===== src/sv/trcw_pkg.sv =====
`default_nettype none

package trcw_pkg;

   // Fixed field widths
   localparam int INT_WIDTH  = 16;
   localparam int DUP_WIDTH  = 8;
   localparam int CSR_IDX_W  = 2;
   localparam int CSR_DATA_W = 32;
   localparam int PKT_WIDTH  = 32;
   localparam int UPPER_W    = 33;

   // Congestion control modes
   localparam logic [1:0] MODE_SS = 2'd0;
   localparam logic [1:0] MODE_CA = 2'd1;
   localparam logic [1:0] MODE_FR = 2'd2;

   // Item kinds
   localparam logic KIND_ACK     = 1'b0;
   localparam logic KIND_TIMEOUT = 1'b1;

   // Register indexes
   localparam logic [CSR_IDX_W-1:0] CSR_RESTART_WINDOW = 2'd0;
   localparam logic [CSR_IDX_W-1:0] CSR_INIT_THRESHOLD = 2'd1;
   localparam logic [CSR_IDX_W-1:0] CSR_TOTAL_PACKETS  = 2'd2;

   // Register reset values
   localparam logic [INT_WIDTH-1:0]  RESTART_RESET = 16'd100;
   localparam logic [INT_WIDTH-1:0]  THRESH_RESET  = 16'd100;
   localparam logic [PKT_WIDTH-1:0]  TOTAL_RESET   = 32'd1;

   // Duplicate ACK handling
   localparam logic [DUP_WIDTH-1:0] DUP_TRIGGER = 8'd3;
   localparam logic [DUP_WIDTH-1:0] DUP_MAX     = 8'hFF;
   localparam logic [INT_WIDTH:0]   FR_INFLATE  = 17'd3;

   // Controller to datapath commands
   typedef struct packed {
      logic load_item;
      logic div_start;
      logic div_step;
      logic commit;
   } cmd_type;

   // Datapath to controller status
   typedef struct packed {
      logic need_div;
      logic div_last;
   } status_type;

endpackage

`default_nettype wire


===== src/sv/tcp_reno_congestion_window.sv =====
// Reno-style sender congestion control engine.
// Input channel (req_): one item per event, req_kind 0 for an ACK carrying
// req_ack_number, 1 for a receive timeout. Each item gives exactly one result
// on the rsp_ channel: retransmit flag and packet, upper send-window edge,
// mode and completion flag, all taken after the item is applied.
// Each accepted item is latched, checked and then committed to the output
// register; an ACK that advances the send base in congestion avoidance first
// passes through the bit-serial reciprocal divider before the commit.
// One item is in work at a time; the next is accepted as soon as the result
// is loaded into the output register, even while that result still waits.
// A stalled receiver holds the result in the output register; a finished
// item then waits in the engine until the register drains.
// Reset (synchronous) restores the registers to their defaults and the
// window, threshold, send base and mode to their initial values. Register
// writes via csr_ must happen while idle; before the first item they also
// load the window or threshold.
`default_nettype none

module tcp_reno_congestion_window #(
   parameter int SEQ_WIDTH = 32,
   parameter int FRAC_BITS = 16
) (
   input  wire logic                            clock,
   input  wire logic                            reset,
   input  wire logic                            req_valid,
   output logic                                 req_ready,
   input  wire logic                            req_kind,
   input  wire logic [trcw_pkg::PKT_WIDTH-1:0]  req_ack_number,
   output logic                                 rsp_valid,
   input  wire logic                            rsp_ready,
   output logic                                 rsp_retransmit,
   output logic      [trcw_pkg::PKT_WIDTH-1:0]  rsp_retransmit_packet,
   output logic      [trcw_pkg::UPPER_W-1:0]    rsp_window_upper,
   output logic      [1:0]                      rsp_current_mode,
   output logic                                 rsp_done_res,
   input  wire logic                            csr_write_en,
   input  wire logic [trcw_pkg::CSR_IDX_W-1:0]  csr_index,
   input  wire logic [trcw_pkg::CSR_DATA_W-1:0] csr_wdata
);
   import trcw_pkg::*;

   cmd_type    cmd;
   status_type status;

   trcw_ctrl u_ctrl (
      .clock     (clock),
      .reset     (reset),
      .req_valid (req_valid),
      .req_ready (req_ready),
      .rsp_valid (rsp_valid),
      .rsp_ready (rsp_ready),
      .cmd       (cmd),
      .status    (status)
   );

   trcw_dp #(
      .SEQ_WIDTH(SEQ_WIDTH),
      .FRAC_BITS(FRAC_BITS)
   ) u_dp (
      .clock                 (clock),
      .reset                 (reset),
      .cmd                   (cmd),
      .status                (status),
      .req_kind              (req_kind),
      .req_ack_number        (req_ack_number),
      .csr_write_en          (csr_write_en),
      .csr_index             (csr_index),
      .csr_wdata             (csr_wdata),
      .rsp_retransmit        (rsp_retransmit),
      .rsp_retransmit_packet (rsp_retransmit_packet),
      .rsp_window_upper      (rsp_window_upper),
      .rsp_current_mode      (rsp_current_mode),
      .rsp_done_res          (rsp_done_res)
   );

endmodule

`default_nettype wire


===== src/sv/trcw_div.sv =====
`default_nettype none

// Restoring divider: 2^FRAC_BITS / divisor, one quotient bit per cycle while step is high
module trcw_div #(
   parameter int FRAC_BITS = 16
) (
   input  wire logic                          clock,
   input  wire logic                          reset,
   input  wire logic                          start,
   input  wire logic                          step,
   input  wire logic [trcw_pkg::INT_WIDTH-1:0] divisor,
   output logic      [FRAC_BITS:0]            quotient,
   output logic                               last
);
   import trcw_pkg::*;

   localparam int QW    = FRAC_BITS + 1;
   localparam int CNT_W = $clog2(QW + 1);
   localparam logic [CNT_W-1:0] LAST_CNT = CNT_W'(FRAC_BITS);

   logic [INT_WIDTH-1:0] rem_ff,  rem_in;
   logic [QW-1:0]        quot_ff, quot_in;
   logic [CNT_W-1:0]     cnt_ff,  cnt_in;
   logic [INT_WIDTH-1:0] div_ff,  div_in;
   logic [INT_WIDTH:0]   trial;
   logic [INT_WIDTH:0]   diff;
   logic                 fits;

   // One shift and trial subtract per step
   always_comb begin
      trial = {rem_ff, quot_ff[QW-1]};
      diff  = trial - {1'b0, div_ff};
      fits  = (trial >= {1'b0, div_ff});
      rem_in  = rem_ff;
      quot_in = quot_ff;
      cnt_in  = cnt_ff;
      div_in  = div_ff;
      if (start) begin
         rem_in  = '0;
         quot_in = QW'(1) << FRAC_BITS;
         cnt_in  = '0;
         // zero divisor counts as one
         div_in  = (divisor == '0) ? INT_WIDTH'(1) : divisor;
      end else if (step) begin
         rem_in  = fits ? diff[INT_WIDTH-1:0] : trial[INT_WIDTH-1:0];
         quot_in = {quot_ff[QW-2:0], fits};
         cnt_in  = cnt_ff + CNT_W'(1);
      end
   end

   always_ff @(posedge clock) begin
      if (reset) begin
         cnt_ff <= '0;
      end else begin
         cnt_ff <= cnt_in;
      end
   end

   always_ff @(posedge clock) begin
      rem_ff  <= rem_in;
      quot_ff <= quot_in;
      div_ff  <= div_in;
   end

   assign quotient = quot_ff;
   assign last     = (cnt_ff == LAST_CNT);

endmodule

`default_nettype wire


===== src/sv/trcw_dp.sv =====
`default_nettype none

// Congestion state, configuration registers and result registers
module trcw_dp #(
   parameter int SEQ_WIDTH = 32,
   parameter int FRAC_BITS = 16
) (
   input  wire logic                            clock,
   input  wire logic                            reset,
   input  wire trcw_pkg::cmd_type               cmd,
   output trcw_pkg::status_type                 status,
   input  wire logic                            req_kind,
   input  wire logic [trcw_pkg::PKT_WIDTH-1:0]  req_ack_number,
   input  wire logic                            csr_write_en,
   input  wire logic [trcw_pkg::CSR_IDX_W-1:0]  csr_index,
   input  wire logic [trcw_pkg::CSR_DATA_W-1:0] csr_wdata,
   output logic                                 rsp_retransmit,
   output logic      [trcw_pkg::PKT_WIDTH-1:0]  rsp_retransmit_packet,
   output logic      [trcw_pkg::UPPER_W-1:0]    rsp_window_upper,
   output logic      [1:0]                      rsp_current_mode,
   output logic                                 rsp_done_res
);
   import trcw_pkg::*;

   localparam int WW = INT_WIDTH + FRAC_BITS;
   localparam logic [WW-1:0] ONE_FIX = WW'(1) << FRAC_BITS;

   // Configuration
   logic [INT_WIDTH-1:0] restart_ff;
   logic [PKT_WIDTH-1:0] total_ff;

   // Latched item
   logic                 kind_ff;
   logic [SEQ_WIDTH-1:0] ack_ff;

   // Congestion state
   logic [1:0]           mode_ff,    mode_in;
   logic [WW-1:0]        win_ff,     win_in;
   logic [INT_WIDTH-1:0] thr_ff,     thr_in;
   logic [SEQ_WIDTH-1:0] base_ff,    base_in;
   logic [DUP_WIDTH-1:0] dup_ff,     dup_in;
   logic                 fin_ff,     fin_in;
   logic                 started_ff;
   logic                 resend;

   logic [FRAC_BITS:0]   quot;
   logic                 div_last;
   logic [PKT_WIDTH-1:0] total_m1;
   logic [SEQ_WIDTH-1:0] last_seq;
   logic                 is_last;
   logic                 ack_new;
   logic [INT_WIDTH-1:0] thr_half;
   logic [DUP_WIDTH-1:0] dup_sat;
   logic [DUP_WIDTH-1:0] dup_wrap;
   logic [INT_WIDTH:0]   fr_int;
   logic [WW-1:0]        fr_win;

   function automatic logic [WW-1:0] sat_add(input logic [WW-1:0] a, input logic [WW-1:0] b);
      logic [WW:0] sum;
      sum = {1'b0, a} + {1'b0, b};
      return sum[WW] ? {WW{1'b1}} : sum[WW-1:0];
   endfunction

   trcw_div #(
      .FRAC_BITS(FRAC_BITS)
   ) u_div (
      .clock    (clock),
      .reset    (reset),
      .start    (cmd.div_start),
      .step     (cmd.div_step),
      .divisor  (win_ff[WW-1:FRAC_BITS]),
      .quotient (quot),
      .last     (div_last)
   );

   // Shared decode of the latched item
   always_comb begin
      total_m1 = total_ff - PKT_WIDTH'(1);
      last_seq = total_m1[SEQ_WIDTH-1:0];
      is_last  = (ack_ff == last_seq);
      ack_new  = (ack_ff >= base_ff);
      thr_half = {1'b0, win_ff[WW-1:FRAC_BITS+1]};
      dup_sat  = (dup_ff == DUP_MAX) ? dup_ff : dup_ff + DUP_WIDTH'(1);
      dup_wrap = dup_ff + DUP_WIDTH'(1);
      fr_int   = {1'b0, thr_half} + FR_INFLATE;
      fr_win   = fr_int[INT_WIDTH] ? {WW{1'b1}} : {fr_int[INT_WIDTH-1:0], {FRAC_BITS{1'b0}}};
      status.need_div = !fin_ff && (kind_ff == KIND_ACK) && !is_last
                        && (mode_ff == MODE_CA) && ack_new;
      status.div_last = div_last;
   end

   // Next state for one item
   always_comb begin
      mode_in = mode_ff;
      win_in  = win_ff;
      thr_in  = thr_ff;
      base_in = base_ff;
      dup_in  = dup_ff;
      fin_in  = fin_ff;
      resend  = 1'b0;
      if (!fin_ff) begin
         if (kind_ff == KIND_TIMEOUT) begin
            thr_in  = thr_half;
            dup_in  = '0;
            mode_in = MODE_SS;
            win_in  = {restart_ff, {FRAC_BITS{1'b0}}};
            resend  = 1'b1;
         end else if (is_last) begin
            fin_in = 1'b1;
         end else begin
            unique case (mode_ff) inside
               MODE_SS, MODE_CA: begin
                  if (ack_new) begin
                     dup_in  = '0;
                     base_in = ack_ff + SEQ_WIDTH'(1);
                     if (mode_ff == MODE_SS) begin
                        win_in = sat_add(win_ff, ONE_FIX);
                        if (win_in >= {thr_ff, {FRAC_BITS{1'b0}}}) begin
                           mode_in = MODE_CA;
                        end
                     end else begin
                        win_in = sat_add(win_ff, WW'(quot));
                     end
                  end else begin
                     dup_in = dup_sat;
                     // third duplicate: halve and enter fast recovery
                     if (dup_sat == DUP_TRIGGER) begin
                        mode_in = MODE_FR;
                        thr_in  = thr_half;
                        win_in  = fr_win;
                        resend  = 1'b1;
                     end
                  end
               end
               MODE_FR: begin
                  if (ack_new) begin
                     base_in = ack_ff + SEQ_WIDTH'(1);
                     win_in  = {thr_ff, {FRAC_BITS{1'b0}}};
                     dup_in  = '0;
                     mode_in = MODE_CA;
                  end else begin
                     win_in = sat_add(win_ff, ONE_FIX);
                     dup_in = dup_wrap;
                     resend = !dup_wrap[0];
                  end
               end
               default: begin
               end
            endcase
         end
      end
   end

   // Control state and configuration
   always_ff @(posedge clock) begin
      if (reset) begin
         restart_ff  <= RESTART_RESET;
         total_ff    <= TOTAL_RESET;
         mode_ff     <= MODE_SS;
         win_ff      <= {RESTART_RESET, {FRAC_BITS{1'b0}}};
         thr_ff      <= THRESH_RESET;
         base_ff     <= '0;
         dup_ff      <= '0;
         fin_ff      <= 1'b0;
         started_ff  <= 1'b0;
      end else begin
         if (cmd.load_item) begin
            started_ff <= 1'b1;
         end
         if (cmd.commit) begin
            mode_ff <= mode_in;
            win_ff  <= win_in;
            thr_ff  <= thr_in;
            base_ff <= base_in;
            dup_ff  <= dup_in;
            fin_ff  <= fin_in;
         end else if (csr_write_en) begin
            unique case (csr_index)
               CSR_RESTART_WINDOW: begin
                  restart_ff <= csr_wdata[INT_WIDTH-1:0];
                  if (!started_ff) begin
                     win_ff <= {csr_wdata[INT_WIDTH-1:0], {FRAC_BITS{1'b0}}};
                  end
               end
               CSR_INIT_THRESHOLD: begin
                  // the threshold only takes the value before the first item
                  if (!started_ff) begin
                     thr_ff <= csr_wdata[INT_WIDTH-1:0];
                  end
               end
               CSR_TOTAL_PACKETS: begin
                  total_ff <= csr_wdata;
               end
               default: begin
               end
            endcase
         end
      end
   end

   // Item capture and result registers
   always_ff @(posedge clock) begin
      if (cmd.load_item) begin
         kind_ff <= req_kind;
         ack_ff  <= req_ack_number[SEQ_WIDTH-1:0];
      end
      if (cmd.commit) begin
         rsp_retransmit        <= resend;
         rsp_retransmit_packet <= PKT_WIDTH'(base_in);
         rsp_window_upper      <= UPPER_W'(base_in) + UPPER_W'(win_in[WW-1:FRAC_BITS]);
         rsp_current_mode      <= mode_in;
         rsp_done_res          <= fin_in;
      end
   end

endmodule

`default_nettype wire


===== src/sv/trcw_ctrl.sv =====
`default_nettype none

// Sequencer: capture item, optional divide, then hand over to the result register
module trcw_ctrl (
   input  wire logic                 clock,
   input  wire logic                 reset,
   input  wire logic                 req_valid,
   output logic                      req_ready,
   output logic                      rsp_valid,
   input  wire logic                 rsp_ready,
   output trcw_pkg::cmd_type         cmd,
   input  wire trcw_pkg::status_type status
);
   import trcw_pkg::*;

   localparam logic [1:0] ST_IDLE   = 2'd0;
   localparam logic [1:0] ST_CHECK  = 2'd1;
   localparam logic [1:0] ST_DIV    = 2'd2;
   localparam logic [1:0] ST_COMMIT = 2'd3;

   logic [1:0] state_ff, state_in;
   logic       rsp_valid_ff, rsp_valid_in;
   logic       slot_free;

   assign slot_free = !rsp_valid_ff || rsp_ready;

   always_comb begin
      state_in = state_ff;
      cmd      = '0;
      unique case (state_ff)
         ST_IDLE: begin
            if (req_valid && !reset) begin
               cmd.load_item = 1'b1;
               state_in      = ST_CHECK;
            end
         end
         ST_CHECK: begin
            if (status.need_div) begin
               cmd.div_start = 1'b1;
               state_in      = ST_DIV;
            end else begin
               state_in = ST_COMMIT;
            end
         end
         ST_DIV: begin
            cmd.div_step = 1'b1;
            if (status.div_last) begin
               state_in = ST_COMMIT;
            end
         end
         ST_COMMIT: begin
            // wait for the result register to drain
            if (slot_free) begin
               cmd.commit = 1'b1;
               state_in   = ST_IDLE;
            end
         end
         default: begin
            state_in = ST_IDLE;
         end
      endcase
      rsp_valid_in = cmd.commit ? 1'b1 : (rsp_ready ? 1'b0 : rsp_valid_ff);
   end

   always_ff @(posedge clock) begin
      if (reset) begin
         state_ff     <= ST_IDLE;
         rsp_valid_ff <= 1'b0;
      end else begin
         state_ff     <= state_in;
         rsp_valid_ff <= rsp_valid_in;
      end
   end

   // no item is taken while reset is held
   assign req_ready = (state_ff == ST_IDLE) && !reset;
   assign rsp_valid = rsp_valid_ff;

endmodule

`default_nettype wire

===== config.mk =====
export PLATFORM = sky130hd
export DESIGN_NAME = tcp_reno_congestion_window
export DESIGN_NICKNAME = d
export VERILOG_FILES = /design/src/sv/trcw_pkg.sv /design/src/sv/tcp_reno_congestion_window.sv /design/src/sv/trcw_div.sv /design/src/sv/trcw_dp.sv /design/src/sv/trcw_ctrl.sv
export SDC_FILE = /design/constraint.sdc
export NUM_CORES = 1
export LEC_CHECK = 0
export BUFFER_PORTS_ARGS = -buffer_cell sky130_fd_sc_hd__buf_2
export CELL_PAD_IN_SITES_DETAIL_PLACEMENT = 1
export CELL_PAD_IN_SITES_GLOBAL_PLACEMENT = 1
export CORE_MARGIN = 1.5
export CORE_UTILIZATION = 51
export DETAILED_ROUTE_END_ITERATION = 16
export HOLD_SLACK_MARGIN = 0.08
export PLACE_DENSITY_LB_ADDON = 0.1
export SYNTH_ARGS = -nofsm -noshare
export SYNTH_HDL_FRONTEND = slang
export SYNTH_HIERARCHICAL = 1
export SYNTH_SLANG_ARGS = --single-unit

===== constraint.sdc =====
create_clock -name clock -period 9.53 [get_ports clock]
set_input_delay 1.906 -clock clock [delete_from_list [all_inputs] [get_ports clock]]
set_output_delay 1.906 -clock clock [all_outputs]
set_load 0.05 [all_outputs]

==> results.txt <==
----------------------------------------------------
[Clock network]
  TritonCTS clock tree ... built
  CTS resizes ... 0
  Latest clock arrival within the worst-skew pair ... 560 ps
  Bufs on Longest Clock Path ... 3
  Count of clock tree sinks ... 299
  Root buffer selected by CTS ... clkbuf_16
  Number of levels the H-tree was split into ... 2
  Count of buffers added by post-CTS timing repair for setup ... 0
  CTS buffer count ... 37
  Clock-pin transition on the worst setup and hold timing paths ... 60 ps
  Cts-stage hold buffer count ... 0

[Detailed routing]
  Avg Vias per Cell ... 6.41
  Wire length reported by the detailed router ... 73900 um
  DRC viols ... 0
  Count of TritonRoute iterations in the first routing pass ... 6
  Wire length per cell ... 25.0 um
  Number of DRC markers in iteration 0 ... 1404
  Total via count in the routed design ... 18900
  Antenna viol nets, final ... 0

[Global routing]
  Total global routing overflow ... 0
  Total global routing track utilization ... 35.8%
  GR Util met2 ... 59.1%
  Grt met1 use ... 46.6%
  Met3 routing resource usage after global routing ... 5.76%
  Vias in the first global route ... 19300
  Antenna violations before repair ... 0
  Layer with the highest usage after global routing ... met2
  Maximum number of pins on one net before global-route repair ... 74
  Global-route wire length before repair ... 114000 um

[STA]
  Setup repair after global routing missed its margin ... false
  Count of final max-slew check failures ... 0
  Final cycle utilization of the critical path ... 79.0%
  Max-Slew Margin vs Limit ... 16.4%
  Total count of hold-check failures in the final report ... 0
  Final clock skew ... 20.3 ps
  Setup-violating endpoint count in the final report ... 0
  Shortest clock period the worst path allows after layout ... 7530 ps
  Maximum operating frequency ... 0.133 GHz
  Actual slew at the worst max-slew pin ... 1250 ps
  Total Negative Setup Slacks ... 0 ps

[Synth]
  Distinct cells, synth ... 106
  Most used flip-flop cell after synthesis ... dfxtp_1
  Area of the mapped netlist ... 20200 um2
  FFs w/ async S/R, synth ... 0%
  Cells after Synth ... 2342
  Number of nets produced by synthesis ... 2527
  Syn Area/Cell ... 8.61 um2
  Count of yosys warnings during synthesis ... 6
  Sequential share of the synthesized area ... 35.5%
  #FFs+latches synth ... 299
  Number of enable-type register cells in the synthesized netlist ... 118

[Placed design]
  Post-placement cell count ... 2884
  Number of input and output port buffers inserted ... 142
  Global placer's final weighted congestion ... 1.02
  Post-detailed-placement half-perimeter wirelength ... 54600 um

[Die]
  Placeable Area ... 38800 um2
  Rows ... 72
  Die height ... 202 um
  DIE WIDTH ... 202 um
  Count of pins on the block boundary ... 143
  Initial cell density of the core ... 51.9%
  Area enclosed by the die boundary ... 40700 um2

[Worst hold path]
  Hold/Removal Path Class ... reg2reg

[Power]
  Worst voltage drop across the vdd grid ... 146 uV
  Total power per unit cell area ... 230 nW/um2
  Standby leakage power ... 8.52 nW

[Setup path]
  CP peak stage delay ... 990 ps
  Crit path launch type ... register
  Cell with the largest stage delay on the worst path ... nor2b_1
  Critical setup path kind ... reg2reg
  Worst endpoint data arrival time ... 7810 ps
  Crit. End Element ... register
  Crit path required time ... 9810 ps
  Crit-path cells ... ha_1 -> nand4_1 -> nor3_1 -> nand4_1 -> o21ai_4 -> nor2b_1 -> o221ai_1 -> o211ai_1 -> a21oi_1 -> o31ai_1 -> ha_1 -> o211ai_1 -> a21boi_0 -> a2111oi_0 -> nor3_1 -> and4_1 -> o31a_1 -> o21ai_0 -> nand2b_1 -> o21ai_0 -> xnor2_1
  Highest net fanout along the worst path ... 20

[Job]
  Max-Cap Viols ... 0

[Final layout]
  Ratio of cells with drive above 1 in the final layout ... 12.5%
  Utilization after layout ... 57.9%
  Leading cell types in the layout, fill and taps excluded ... nand2_1, nor2_1, dfxtp_1
  Area overhead of the layout relative to synthesis ... 11.5%
  Most frequent standard cell in the layout excluding fill and tap cells ... nand2_1
  Final instance count without filler cells ... 2953
  Net total in the final layout ... 2590

[Outcome]
  Result of the run ... completed

----------------------------------------------------
-- logic make-up after synthesis --
| logic type | share of synthesized area (%) |
|---|---|
| AOI/OAI and AO/OA | 19.1 |
| buffers and inverters | 5.22 |
| xor gates and xnor gates | 6.64 |
| DFF | 35.5 |
| and+or+nand+nor | 20.1 |
| muxes | 6.37 |
| adders and majority gates | 7.12 |
-- state kept, by name, summed over array words and instances (netlist names) --
| signal | flops |
|---|---|
| u_ctrl/rsp_valid | 1 |
| u_ctrl/state_ff | 2 |
| u_dp/ack_ff | 32 |
| u_dp/base_ff | 32 |
| u_dp/dup_ff | 8 |
| u_dp/fin_ff | 1 |
| u_dp/kind_ff | 1 |
| u_dp/mode_ff | 2 |
| u_dp/restart_ff | 16 |
| u_dp/rsp_current_mode | 2 |
| u_dp/rsp_done_res | 1 |
| u_dp/rsp_retransmit | 1 |
| u_dp/rsp_retransmit_packet | 32 |
| u_dp/rsp_window_upper | 33 |
| u_dp/started_ff | 1 |
| u_dp/thr_ff | 16 |
| u_dp/total_ff | 32 |
| u_dp/u_div/cnt_ff | 5 |
| u_dp/u_div/div_ff | 16 |
| u_dp/u_div/quotient | 17 |
| u_dp/u_div/rem_ff | 16 |
| u_dp/win_ff | 32 |
-- metrics by stage --
stage	cell area (um2)	hold slack (ps)	worst slack, ps	total power [mW]
floorplan	20200	432	3650	3.08
global placement	21200	444	2660	3.58
CTS	22500	461	2230	5.16
detailed placement	21200	451	2270	3.64
global route	22500	497	1670	5.40
finish	22500	462	2000	5.18
-- synth_stat cells, drive strengths merged, types with 50 or more instances --
master	instances	area [um2]
a211oi	50	375
a21oi	171	860
clkbuf	120	450
dfxtp	181	3620
edfxtp	118	3540
ha	110	1380
inv	115	432
mux2i	106	1120
nand2	239	897
nand3	73	365
nor2	211	795
nor3	65	330
o21ai	93	469
xnor2	100	876
xor2	53	464
-- power breakdown --
part,switching [mW],internal [mW]
Sequential,0.214,1.53
Combinational,1.26,0.681
Clock,0.597,0.893
-- cell type report --
class                   instances  area (um2)
repair buffers                173         946
clock inverters                16         184
multi-input cells            1778       12000
diodes                          1        2.50
well taps                     518         648
inverters                     116         435
flip-flops and latches        299        7170
fillers                      4593       16300
clock buffers                  52        1100
-- metal layers --
layer / vias to the layer above / routed length (um)
li1: 8678 / -
met1: 9391 / 31100
met2: 689 / 34700
met3: 185 / 4960
met4: 0 / 3040
met5: - / 0
-- critical path: cells and delay by family (launching register included) --
family	cells	cell delay, ps
flops	1	540
xor+xnor	1	110
fa+ha+maj	2	730
compound gates	11	3280
simple gates	7	2560
-- worst paths after layout --
path	cells past startpoint	slack (ps)	endpoint	from
worst min-delay path	2	460	u_dp/restart_ff[8]	u_dp/restart_ff[8]
worst max-delay path	21	2000	u_dp/rsp_window_upper[24]	u_dp/ack_ff[29]
worst max register to register	21	2000	u_dp/rsp_window_upper[24]	u_dp/ack_ff[29]
worst min register to register	2	460	u_dp/restart_ff[8]	u_dp/restart_ff[8]
Note: power is estimated with default switching activity, not from simulation.
